**src/rtl/nst_pkg.sv**
```systemverilog
package nst_pkg;

  localparam int MELODY_DEPTH = 256;
  localparam int MEL_AW       = $clog2(MELODY_DEPTH);
  localparam int PITCH_COUNT  = 14;
  localparam int PIT_AW       = (PITCH_COUNT > 1) ? $clog2(PITCH_COUNT) : 1;
  localparam int CODE_STEP    = 14;
  localparam int CFG_W        = 9;

  typedef enum logic [1:0] {
    CMD_TICK    = 2'd0,
    CMD_MEL_WR  = 2'd1,
    CMD_PIT_WR  = 2'd2,
    CMD_RESTART = 2'd3
  } cmd_e;

  typedef enum logic {
    CFG_SPE = 1'b0,
    CFG_LEN = 1'b1
  } cfg_idx_e;

  typedef struct packed {
    logic [15:0] period;
    logic [7:0]  chunk;
  } pitch_t;

  typedef struct packed {
    logic on;
    logic fetch;
  } s1_ctl_t;

endpackage

```
**src/rtl/nst_in_if.sv**
```systemverilog
interface nst_in_if;
  logic        valid;
  logic        ready;
  logic [1:0]  cmd;
  logic [7:0]  addr;
  logic [5:0]  note_code;
  logic [15:0] pitch_period;
  logic [7:0]  pitch_chunk;

  modport source (output valid, cmd, addr, note_code, pitch_period, pitch_chunk,
                  input ready);
  modport sink   (input valid, cmd, addr, note_code, pitch_period, pitch_chunk,
                  output ready);
endinterface

```
**src/rtl/nst_out_if.sv**
```systemverilog
interface nst_out_if;
  logic        valid;
  logic        ready;
  logic        tone_on;
  logic [15:0] tone_period;
  logic [7:0]  tone_chunk;

  modport source (output valid, tone_on, tone_period, tone_chunk, input ready);
  modport sink   (input valid, tone_on, tone_period, tone_chunk, output ready);
endinterface

```
**src/rtl/nst_melody_mem.sv**
```systemverilog
module nst_melody_mem
  import nst_pkg::*;
(
  input  logic       clk_i,
  input  logic       we_i,
  input  logic [7:0] waddr_i,
  input  logic [5:0] wdata_i,
  input  logic [7:0] raddr_i,
  output logic [5:0] rdata_o
);

  logic [5:0] mem_q [MELODY_DEPTH];
  logic [5:0] rdata_q;
  logic       wr_ok;
  logic       rd_ok;

  assign wr_ok = 32'(waddr_i) < MELODY_DEPTH;
  assign rd_ok = 32'(raddr_i) < MELODY_DEPTH;

  always_ff @(posedge clk_i) begin
    if (we_i && wr_ok) begin
      mem_q[MEL_AW'(waddr_i)] <= wdata_i;
    end
  end

  // write-through so a read of the entry written in the same cycle sees new data
  always_ff @(posedge clk_i) begin
    if (!rd_ok) begin
      rdata_q <= '0;
    end else if (we_i && wr_ok && (waddr_i == raddr_i)) begin
      rdata_q <= wdata_i;
    end else begin
      rdata_q <= mem_q[MEL_AW'(raddr_i)];
    end
  end

  assign rdata_o = rdata_q;

endmodule

```
**src/rtl/nst_pitch_mem.sv**
```systemverilog
module nst_pitch_mem
  import nst_pkg::*;
(
  input  logic       clk_i,
  input  logic       we_i,
  input  logic [7:0] waddr_i,
  input  pitch_t     wdata_i,
  input  logic       re_i,
  input  logic [5:0] raddr_i,
  output pitch_t     rdata_o
);

  pitch_t mem_q [PITCH_COUNT];
  pitch_t rdata_q;

  always_ff @(posedge clk_i) begin
    if (we_i && (32'(waddr_i) < PITCH_COUNT)) begin
      mem_q[PIT_AW'(waddr_i)] <= wdata_i;
    end
  end

  always_ff @(posedge clk_i) begin
    if (re_i) begin
      if (32'(raddr_i) < PITCH_COUNT) begin
        rdata_q <= mem_q[PIT_AW'(raddr_i)];
      end else begin
        rdata_q <= '0;
      end
    end
  end

  assign rdata_o = rdata_q;

endmodule

```
**src/rtl/note_sequencer_tick.sv**
```systemverilog
// Pipeline: an accepted item is held in stage 1 and then in the output register.
// Throughput: one item per cycle while the output is not stalled; the melody read is
// prefetched at the next position every cycle and the pitch table read fills stage 1.
// Reset: asynchronous, active low; clears position, phase counters, current
// note, tempo 8 and length 1. Melody and pitch stores keep their contents.
module note_sequencer_tick
  import nst_pkg::*;
(
  input  logic             clk_i,
  input  logic             rst_ni,
  input  logic             cfg_we_i,
  input  logic             cfg_idx_i,
  input  logic [CFG_W-1:0] cfg_data_i,
  nst_in_if.sink           in_i,
  nst_out_if.source        out_o
);

  logic [5:0]  spe_q, spe_d;
  logic [8:0]  len_q, len_d;
  logic [7:0]  rp_q, rp_d;
  logic [8:0]  sl_q, sl_d;
  logic [5:0]  gap_q, gap_d;
  logic        rest_q, rest_d;
  pitch_t      cur_q;
  logic        s1_v_q;
  s1_ctl_t     s1_q;
  logic        ov_q;
  logic        o_on_q;
  pitch_t      o_pitch_q;

  logic        in_fire;
  logic        s1_mv;
  cmd_e        cmd;
  logic [5:0]  code;
  logic [5:0]  pcode;
  logic [8:0]  slots;
  logic [5:0]  new_gap;
  logic [8:0]  new_sl;
  logic [8:0]  pos_inc;
  logic [7:0]  pos_nxt;
  logic        fetch;
  logic        on;
  pitch_t      pit_rdata;
  pitch_t      sel;

  assign in_fire    = in_i.valid & in_i.ready;
  assign s1_mv      = s1_v_q & (~ov_q | out_o.ready);
  assign in_i.ready = ~s1_v_q | s1_mv;
  assign cmd        = cmd_e'(in_i.cmd);

  // config
  always_comb begin
    spe_d = spe_q;
    len_d = len_q;
    if (cfg_we_i) begin
      case (cfg_idx_e'(cfg_idx_i))
        CFG_SPE: spe_d = cfg_data_i[5:0];
        CFG_LEN: len_d = cfg_data_i[8:0];
        default: ;
      endcase
    end
  end

  // note decode from prefetched code
  always_comb begin
    if (code >= 6'(2 * CODE_STEP)) begin
      pcode = code - 6'(2 * CODE_STEP);
      slots = {1'b0, spe_q, 2'b00} + 9'(spe_q);
    end else if (code >= 6'(CODE_STEP)) begin
      pcode = code - 6'(CODE_STEP);
      slots = {2'b00, spe_q, 1'b0};
    end else begin
      pcode = code;
      slots = 9'(spe_q);
    end
  end

  assign new_gap = 6'((10'(slots) + 10'd7) >> 3);
  assign new_sl  = slots - 9'(new_gap);
  assign pos_inc = 9'(rp_q) + 9'd1;
  assign pos_nxt = (pos_inc >= len_q) ? 8'd0 : pos_inc[7:0];

  always_comb begin
    logic [8:0] sl_t;
    logic       rest_t;
    rp_d   = rp_q;
    sl_d   = sl_q;
    gap_d  = gap_q;
    rest_d = rest_q;
    fetch  = 1'b0;
    on     = 1'b0;
    sl_t   = sl_q;
    rest_t = rest_q;
    if (in_fire) begin
      case (cmd)
        CMD_RESTART: begin
          rp_d  = '0;
          sl_d  = '0;
          gap_d = '0;
        end
        CMD_TICK: begin
          if (sl_q == '0) begin
            if (gap_q != '0) begin
              sl_t   = 9'(gap_q);
              gap_d  = '0;
              rest_t = 1'b1;
            end else begin
              fetch  = 1'b1;
              rp_d   = pos_nxt;
              gap_d  = new_gap;
              sl_t   = new_sl;
              rest_t = 1'b0;
            end
          end
          rest_d = rest_t;
          on     = ~rest_t;
          sl_d   = (sl_t != '0) ? sl_t - 9'd1 : 9'd0;
        end
        default: ;
      endcase
    end
  end

  nst_melody_mem u_mel (
    .clk_i   (clk_i),
    .we_i    (in_fire && (cmd == CMD_MEL_WR)),
    .waddr_i (in_i.addr),
    .wdata_i (in_i.note_code),
    .raddr_i (rp_d),
    .rdata_o (code)
  );

  nst_pitch_mem u_pit (
    .clk_i   (clk_i),
    .we_i    (in_fire && (cmd == CMD_PIT_WR)),
    .waddr_i (in_i.addr),
    .wdata_i ({in_i.pitch_period, in_i.pitch_chunk}),
    .re_i    (fetch),
    .raddr_i (pcode),
    .rdata_o (pit_rdata)
  );

  assign sel = s1_q.fetch ? pit_rdata : cur_q;

  always_ff @(posedge clk_i or negedge rst_ni) begin
    if (!rst_ni) begin
      spe_q  <= 6'd8;
      len_q  <= 9'd1;
      rp_q   <= '0;
      sl_q   <= '0;
      gap_q  <= '0;
      rest_q <= 1'b0;
      cur_q  <= '0;
      s1_v_q <= 1'b0;
      s1_q   <= '0;
      ov_q   <= 1'b0;
    end else begin
      spe_q  <= spe_d;
      len_q  <= len_d;
      rp_q   <= rp_d;
      sl_q   <= sl_d;
      gap_q  <= gap_d;
      rest_q <= rest_d;
      if (in_fire) begin
        s1_v_q <= 1'b1;
        s1_q   <= '{on: on, fetch: fetch};
      end else if (s1_mv) begin
        s1_v_q <= 1'b0;
      end
      if (s1_mv) begin
        ov_q <= 1'b1;
        if (s1_q.fetch) begin
          cur_q <= pit_rdata;
        end
      end else if (out_o.ready) begin
        ov_q <= 1'b0;
      end
    end
  end

  always_ff @(posedge clk_i) begin
    if (s1_mv) begin
      o_on_q    <= s1_q.on;
      o_pitch_q <= s1_q.on ? sel : '0;
    end
  end

  assign out_o.valid       = ov_q;
  assign out_o.tone_on     = o_on_q;
  assign out_o.tone_period = o_pitch_q.period;
  assign out_o.tone_chunk  = o_pitch_q.chunk;

`ifndef ASSERT_OFF
  a_gap_not_in_rest: assert property (@(posedge clk_i) disable iff (!rst_ni)
    (gap_q != '0) |-> !rest_q)
    else $error("pending gap while resting");

  a_s1_holds: assert property (@(posedge clk_i) disable iff (!rst_ni)
    (s1_v_q && !s1_mv) |=> (s1_v_q && $stable(s1_q)))
    else $error("stage 1 lost while stalled");

  a_fire_fills_s1: assert property (@(posedge clk_i) disable iff (!rst_ni)
    in_fire |=> s1_v_q)
    else $error("accepted beat not in stage 1");
`endif

endmodule

```
**src/flat_wrapper.sv**
```systemverilog
// flat-port wrapper written by rule: the top's interface ports become plain ports
module note_sequencer_tick_flat import nst_pkg::*;
  (clk_i, rst_ni, cfg_we_i, cfg_idx_i, cfg_data_i, in_i_valid, in_i_cmd, in_i_addr, in_i_note_code, in_i_pitch_period, in_i_pitch_chunk, in_i_ready, out_o_valid, out_o_tone_on, out_o_tone_period, out_o_tone_chunk, out_o_ready);
  nst_in_if in_i_i ();
  nst_out_if out_o_i ();
  input  logic clk_i;
  input  logic rst_ni;
  input  logic cfg_we_i;
  input  logic cfg_idx_i;
  input  logic [CFG_W-1:0] cfg_data_i;
  input wire logic [$bits(in_i_i.valid)-1:0] in_i_valid;
  input wire logic [$bits(in_i_i.cmd)-1:0] in_i_cmd;
  input wire logic [$bits(in_i_i.addr)-1:0] in_i_addr;
  input wire logic [$bits(in_i_i.note_code)-1:0] in_i_note_code;
  input wire logic [$bits(in_i_i.pitch_period)-1:0] in_i_pitch_period;
  input wire logic [$bits(in_i_i.pitch_chunk)-1:0] in_i_pitch_chunk;
  output wire logic [$bits(in_i_i.ready)-1:0] in_i_ready;
  output wire logic [$bits(out_o_i.valid)-1:0] out_o_valid;
  output wire logic [$bits(out_o_i.tone_on)-1:0] out_o_tone_on;
  output wire logic [$bits(out_o_i.tone_period)-1:0] out_o_tone_period;
  output wire logic [$bits(out_o_i.tone_chunk)-1:0] out_o_tone_chunk;
  input wire logic [$bits(out_o_i.ready)-1:0] out_o_ready;
  assign in_i_i.valid = in_i_valid;
  assign in_i_i.cmd = in_i_cmd;
  assign in_i_i.addr = in_i_addr;
  assign in_i_i.note_code = in_i_note_code;
  assign in_i_i.pitch_period = in_i_pitch_period;
  assign in_i_i.pitch_chunk = in_i_pitch_chunk;
  assign in_i_ready = in_i_i.ready;
  assign out_o_valid = out_o_i.valid;
  assign out_o_tone_on = out_o_i.tone_on;
  assign out_o_tone_period = out_o_i.tone_period;
  assign out_o_tone_chunk = out_o_i.tone_chunk;
  assign out_o_i.ready = out_o_ready;
  note_sequencer_tick u_core (.clk_i(clk_i), .rst_ni(rst_ni), .cfg_we_i(cfg_we_i), .cfg_idx_i(cfg_idx_i), .cfg_data_i(cfg_data_i), .in_i(in_i_i), .out_o(out_o_i));
endmodule
```
**config.mk**
```make
export PLATFORM = sky130hd
export DESIGN_NAME = note_sequencer_tick_flat
export DESIGN_NICKNAME = d
export VERILOG_FILES = /design/src/rtl/nst_pkg.sv /design/src/rtl/nst_in_if.sv /design/src/rtl/nst_out_if.sv /design/src/rtl/nst_melody_mem.sv /design/src/rtl/nst_pitch_mem.sv /design/src/rtl/note_sequencer_tick.sv /design/src/flat_wrapper.sv
export SDC_FILE = /design/constraint.sdc
export NUM_CORES = 2
export LEC_CHECK = 0
export BUFFER_PORTS_ARGS = -buffer_cell sky130_fd_sc_hd__buf_2
export CAP_MARGIN = 20
export CORE_MARGIN = 2
export CORE_UTILIZATION = 50
export DETAILED_ROUTE_END_ITERATION = 16
export PLACE_DENSITY = 0.65
export RECOVER_POWER = 100
export REMOVE_ABC_BUFFERS = 1
export SLEW_MARGIN = 20
export SYNTH_ARGS = -nofsm -noshare
export SYNTH_HDL_FRONTEND = slang
export SYNTH_SLANG_ARGS = --single-unit
```
**constraint.sdc**
```tcl
create_clock -name clk_i -period 8.73 [get_ports clk_i]
set_clock_uncertainty 0.1 [all_clocks]
set_input_delay 0.873 -clock clk_i [delete_from_list [all_inputs] [get_ports clk_i]]
set_output_delay 0.873 -clock clk_i [all_outputs]
set_load 0.02 [all_outputs]
```
==> results.sh <==
export IMPL_routed_wl_met3_um=17300
export IMPL_final_cells=6701
export IMPL_postCtsHoldBufs=0
export IMPL_yosys_warnings=0
export IMPL_cts_root_buf="clkbuf_16"
export IMPL_achievable_frequency_mhz=122
export IMPL_initial_core_util_pct=50.4
export IMPL_wl_met1_um=81100
export IMPL_leakage_nw=27.9
export IMPL_via_per_inst=6.24
export IMPL_ir_drop_uv=224
export IMPL_p_per_area_nw_per_um2=264
export IMPL_insertion_delay_ns=0.83
export IMPL_worstMarginPinSlew_ns=5.63
export IMPL_top_layer="met5"
export IMPL_worstPathRequired_ns=9.31
export IMPL_dieHeight_um=404
export IMPL_first_pass_iters=8
export IMPL_num_fill_cells=11880
export IMPL_die_area_sq_um=163000
export IMPL_clock_sinks=1996
export IMPL_remaining_drc_errors=0
export IMPL_synth_edf_count=1921
export IMPL_worstPathMaxFanout=34
export IMPL_gp_congestion=0.880
export IMPL_htree_levels=4
export IMPL_grt_pass1_wl_um=292000
export IMPL_avgRoutedWirePerCell_um=30.3
export IMPL_fin_crit_ns=8.19
export IMPL_finalSetupViolCount=0
export IMPL_violations="capacitance limit, slew limit"
export IMPL_yosysMostFrequentCell="edfxtp_1"
export IMPL_hold_path_class="in2reg"
export IMPL_layout_drive_gt1_share_pct=19.7
export IMPL_synth_top_flop_cell="edfxtp_1"
export IMPL_ys_types=88
export IMPL_syn_to_final_growth_pct=11.6
export IMPL_numCtsBuffers=196
export IMPL_clock_path_buffers=3
export IMPL_cp_arrival_ns=8.77
export IMPL_grt_pass1_vias=41078
export IMPL_cp_slowest_stage_delay_ns=0.82
export IMPL_fin_nets=4541
export IMPL_io_pins=82
export IMPL_wl_um=203000
export IMPL_port_buffers=81
export IMPL_core_sq_um=159000
export IMPL_track_usage_pct=24.8
export IMPL_post_cts_buffers=0
export IMPL_slowest_stage="dfxtp_4"
export IMPL_clk_pin_slew_worst_paths_ns=0.06
export IMPL_netlist_area_sq_um=79900
export IMPL_synth_top_area_share_pct=72.2
export IMPL_met2WireLength_um=97400
export IMPL_worstSetupEndpointType="flop"
export IMPL_place_inst=6329
export IMPL_cts_resized=0
export IMPL_period_share_pct=93.8
export IMPL_outcome="finished with violations"
export IMPL_synth_area_leaders="edfxtp_1 (72%), mux4_2 (9.6%), mux2i_1 (3.6%)"
export IMPL_num_rows=146
export IMPL_start_kind="flop"
export IMPL_syn_inst=4252
export IMPL_ys_ff_latch=1996
export IMPL_overflow=0
export IMPL_drv_cap=33
export IMPL_crit_top_cell="nand2_1"
export IMPL_antenna_found_initial=11
export IMPL_via_count=41792
export IMPL_grt_setup_unrepaired="false"
export IMPL_cts_tree="built"
export IMPL_drt_iter0_markers=5163
export IMPL_maxSlewViolCount=1876
export IMPL_async_flop_share_pct=3.36
export IMPL_yosysTopAreaCell="edfxtp_1"
export IMPL_ant_nets=0
export IMPL_multiInputGateArea_sq_um=18900
export IMPL_avgSynthCellArea_sq_um=18.8
export IMPL_die_w_um=404
export IMPL_ys_seq_area_share_pct=74.5
export IMPL_hpwlAfterDp_um=127000
export IMPL_finalPower_mw=23.6
export IMPL_finalHoldViolations=0
export IMPL_ys_top_cells_by_count="edfxtp_1 (1921), nor2_1 (389), mux4_2 (342)"
export IMPL_relSlewSlack_pct=-275
export IMPL_critPathKind="reg2reg"
export IMPL_grt_max_degree=154
export IMPL_regArea_sq_um=59500
critical path: cells and delay by family (launching register included):
| family | cells | cell delay [ns] |
|---|---|---|
| compound gates | 10 | 2.50 |
| xor+xnor | 1 | 0.25 |
| fa+ha+maj | 2 | 0.50 |
| buf+inv | 4 | 0.87 |
| flops | 1 | 0.82 |
| mux | 1 | 0.52 |
| simple gates | 10 | 2.42 |
metal layers:
layer / vias up / GRT usage (%)
met5: - / 0.773
met3: 370 / 5.11
li1: 17599 / -
met2: 2008 / 39.4
met4: 10 / 8.54
met1: 21805 / 34.4
stage by stage:
step                      TNS [ns]  hold WS [ns]  util, %  setup slack, ns  instance area, sq um
after detailed placement         0         0.392     52.5            0.615                 83200
after CTS                        0         0.118     56.5            0.577                 89600
after floorplan            -445.30         0.349        -           -12.11                 78500
after global routing             0         0.155     56.2           0.0233                 89200
final                            0         0.173     56.2            0.542                 89200
after global placement           0         0.373     52.4            0.664                 83100
state kept, by name, indices dropped and copies added (netlist names), named ones only:
register	count
u_core.out_o.tone_chunk	8
u_core.rest_q	1
u_core.rp_q	8
u_core.cur_q	24
u_core.u_pit.rdata_o	24
u_core.u_pit.mem_q	336
u_core.out_o.tone_on	1
u_core.out_o.valid	1
u_core.out_o.tone_period	16
u_core.s1_q	2
u_core.u_mel.mem_q	1536
u_core.s1_v_q	1
u_core.len_q	9
u_core.spe_q	6
u_core.sl_q	9
u_core.gap_q	6
worst paths after layout:
| check | end | from | cells after the start | slack (ns) |
|---|---|---|---|---|
| setup / recovery | u_core.sl_q[2] | flop | 28 | 0.54 |
| hold / removal | u_core.s1_v_q | in_i_valid | 2 | 0.17 |
| setup reg to reg | u_core.sl_q[2] | flop | 28 | 0.54 |
| hold reg to reg | u_core.cur_q[12] | u_core.cur_q[12] | 1 | 0.40 |
| max in group asynchronous | u_core.cur_q[2] | rst_ni | 2 | 5.06 |
| min in group asynchronous | u_core.out_o.valid | rst_ni | 2 | 1.35 |
cell families (layout without fill, tap and decap cells):
kind of cell             count (synthesis)  in the layout  synth area share (%)
AO/OA/AOI/OAI                          465            465                  4.04
XOR/XNOR                                22             22                 0.241
adder cells (fa/ha/maj)                 30             30                 0.489
buffers and inverters                  263            635                  1.88
flip-flops                            1996           1996                  74.5
multiplexers                           720            720                  14.5
other                                    0              5                     0
AND/OR/NAND/NOR                        756            756                  4.33
cell usage in the layout (no fill, tap or decap), types with 11 or more instances in the layout:
cell type	instances
edfxtp_1	1921
nor2_1	388
mux4_2	342
mux2i_1	291
clkbuf_16	196
buf_4	127
a22oi_1	124
clkbuf_1	123
nand2_1	110
o21ai_0	93
mux2_2	86
dfrtp_1	65
nor2b_1	63
nand3_1	61
a21oi_1	59
clkinv_1	44
o22ai_1	39
clkinv_2	31
ha_1	28
inv_1	24
buf_2	24
a211oi_1	21
o32a_1	17
bufinv_16	17
nand2b_1	16
xor2_1	14
a21o_1	14
a221o_1	14
nor4_1	13
a22o_1	13
nor3_1	13
or3_1	12
and3_1	12
buf_12	11
area by class of cell:
cell class	count	area share [%]
Sequential cell	1996	66.8
Antenna cell	5	0.0140
Timing Repair Buffer	244	1.80
Multi-Input combinational cell	1993	21.2
Inverter	25	0.105
Tap cell	2072	2.91
Clock inverter	119	1.38
Clock buffer	247	5.79
where the power goes:
group / total, mW / switching, mW / internal, mW
registers: 10.8 / 0.137 / 10.7
logic: 4.37 / 2.51 / 1.86
clock network: 8.37 / 3.65 / 4.73
total: 23.6 / 6.29 / 17.3
Power figures use the tool's default switching activity.
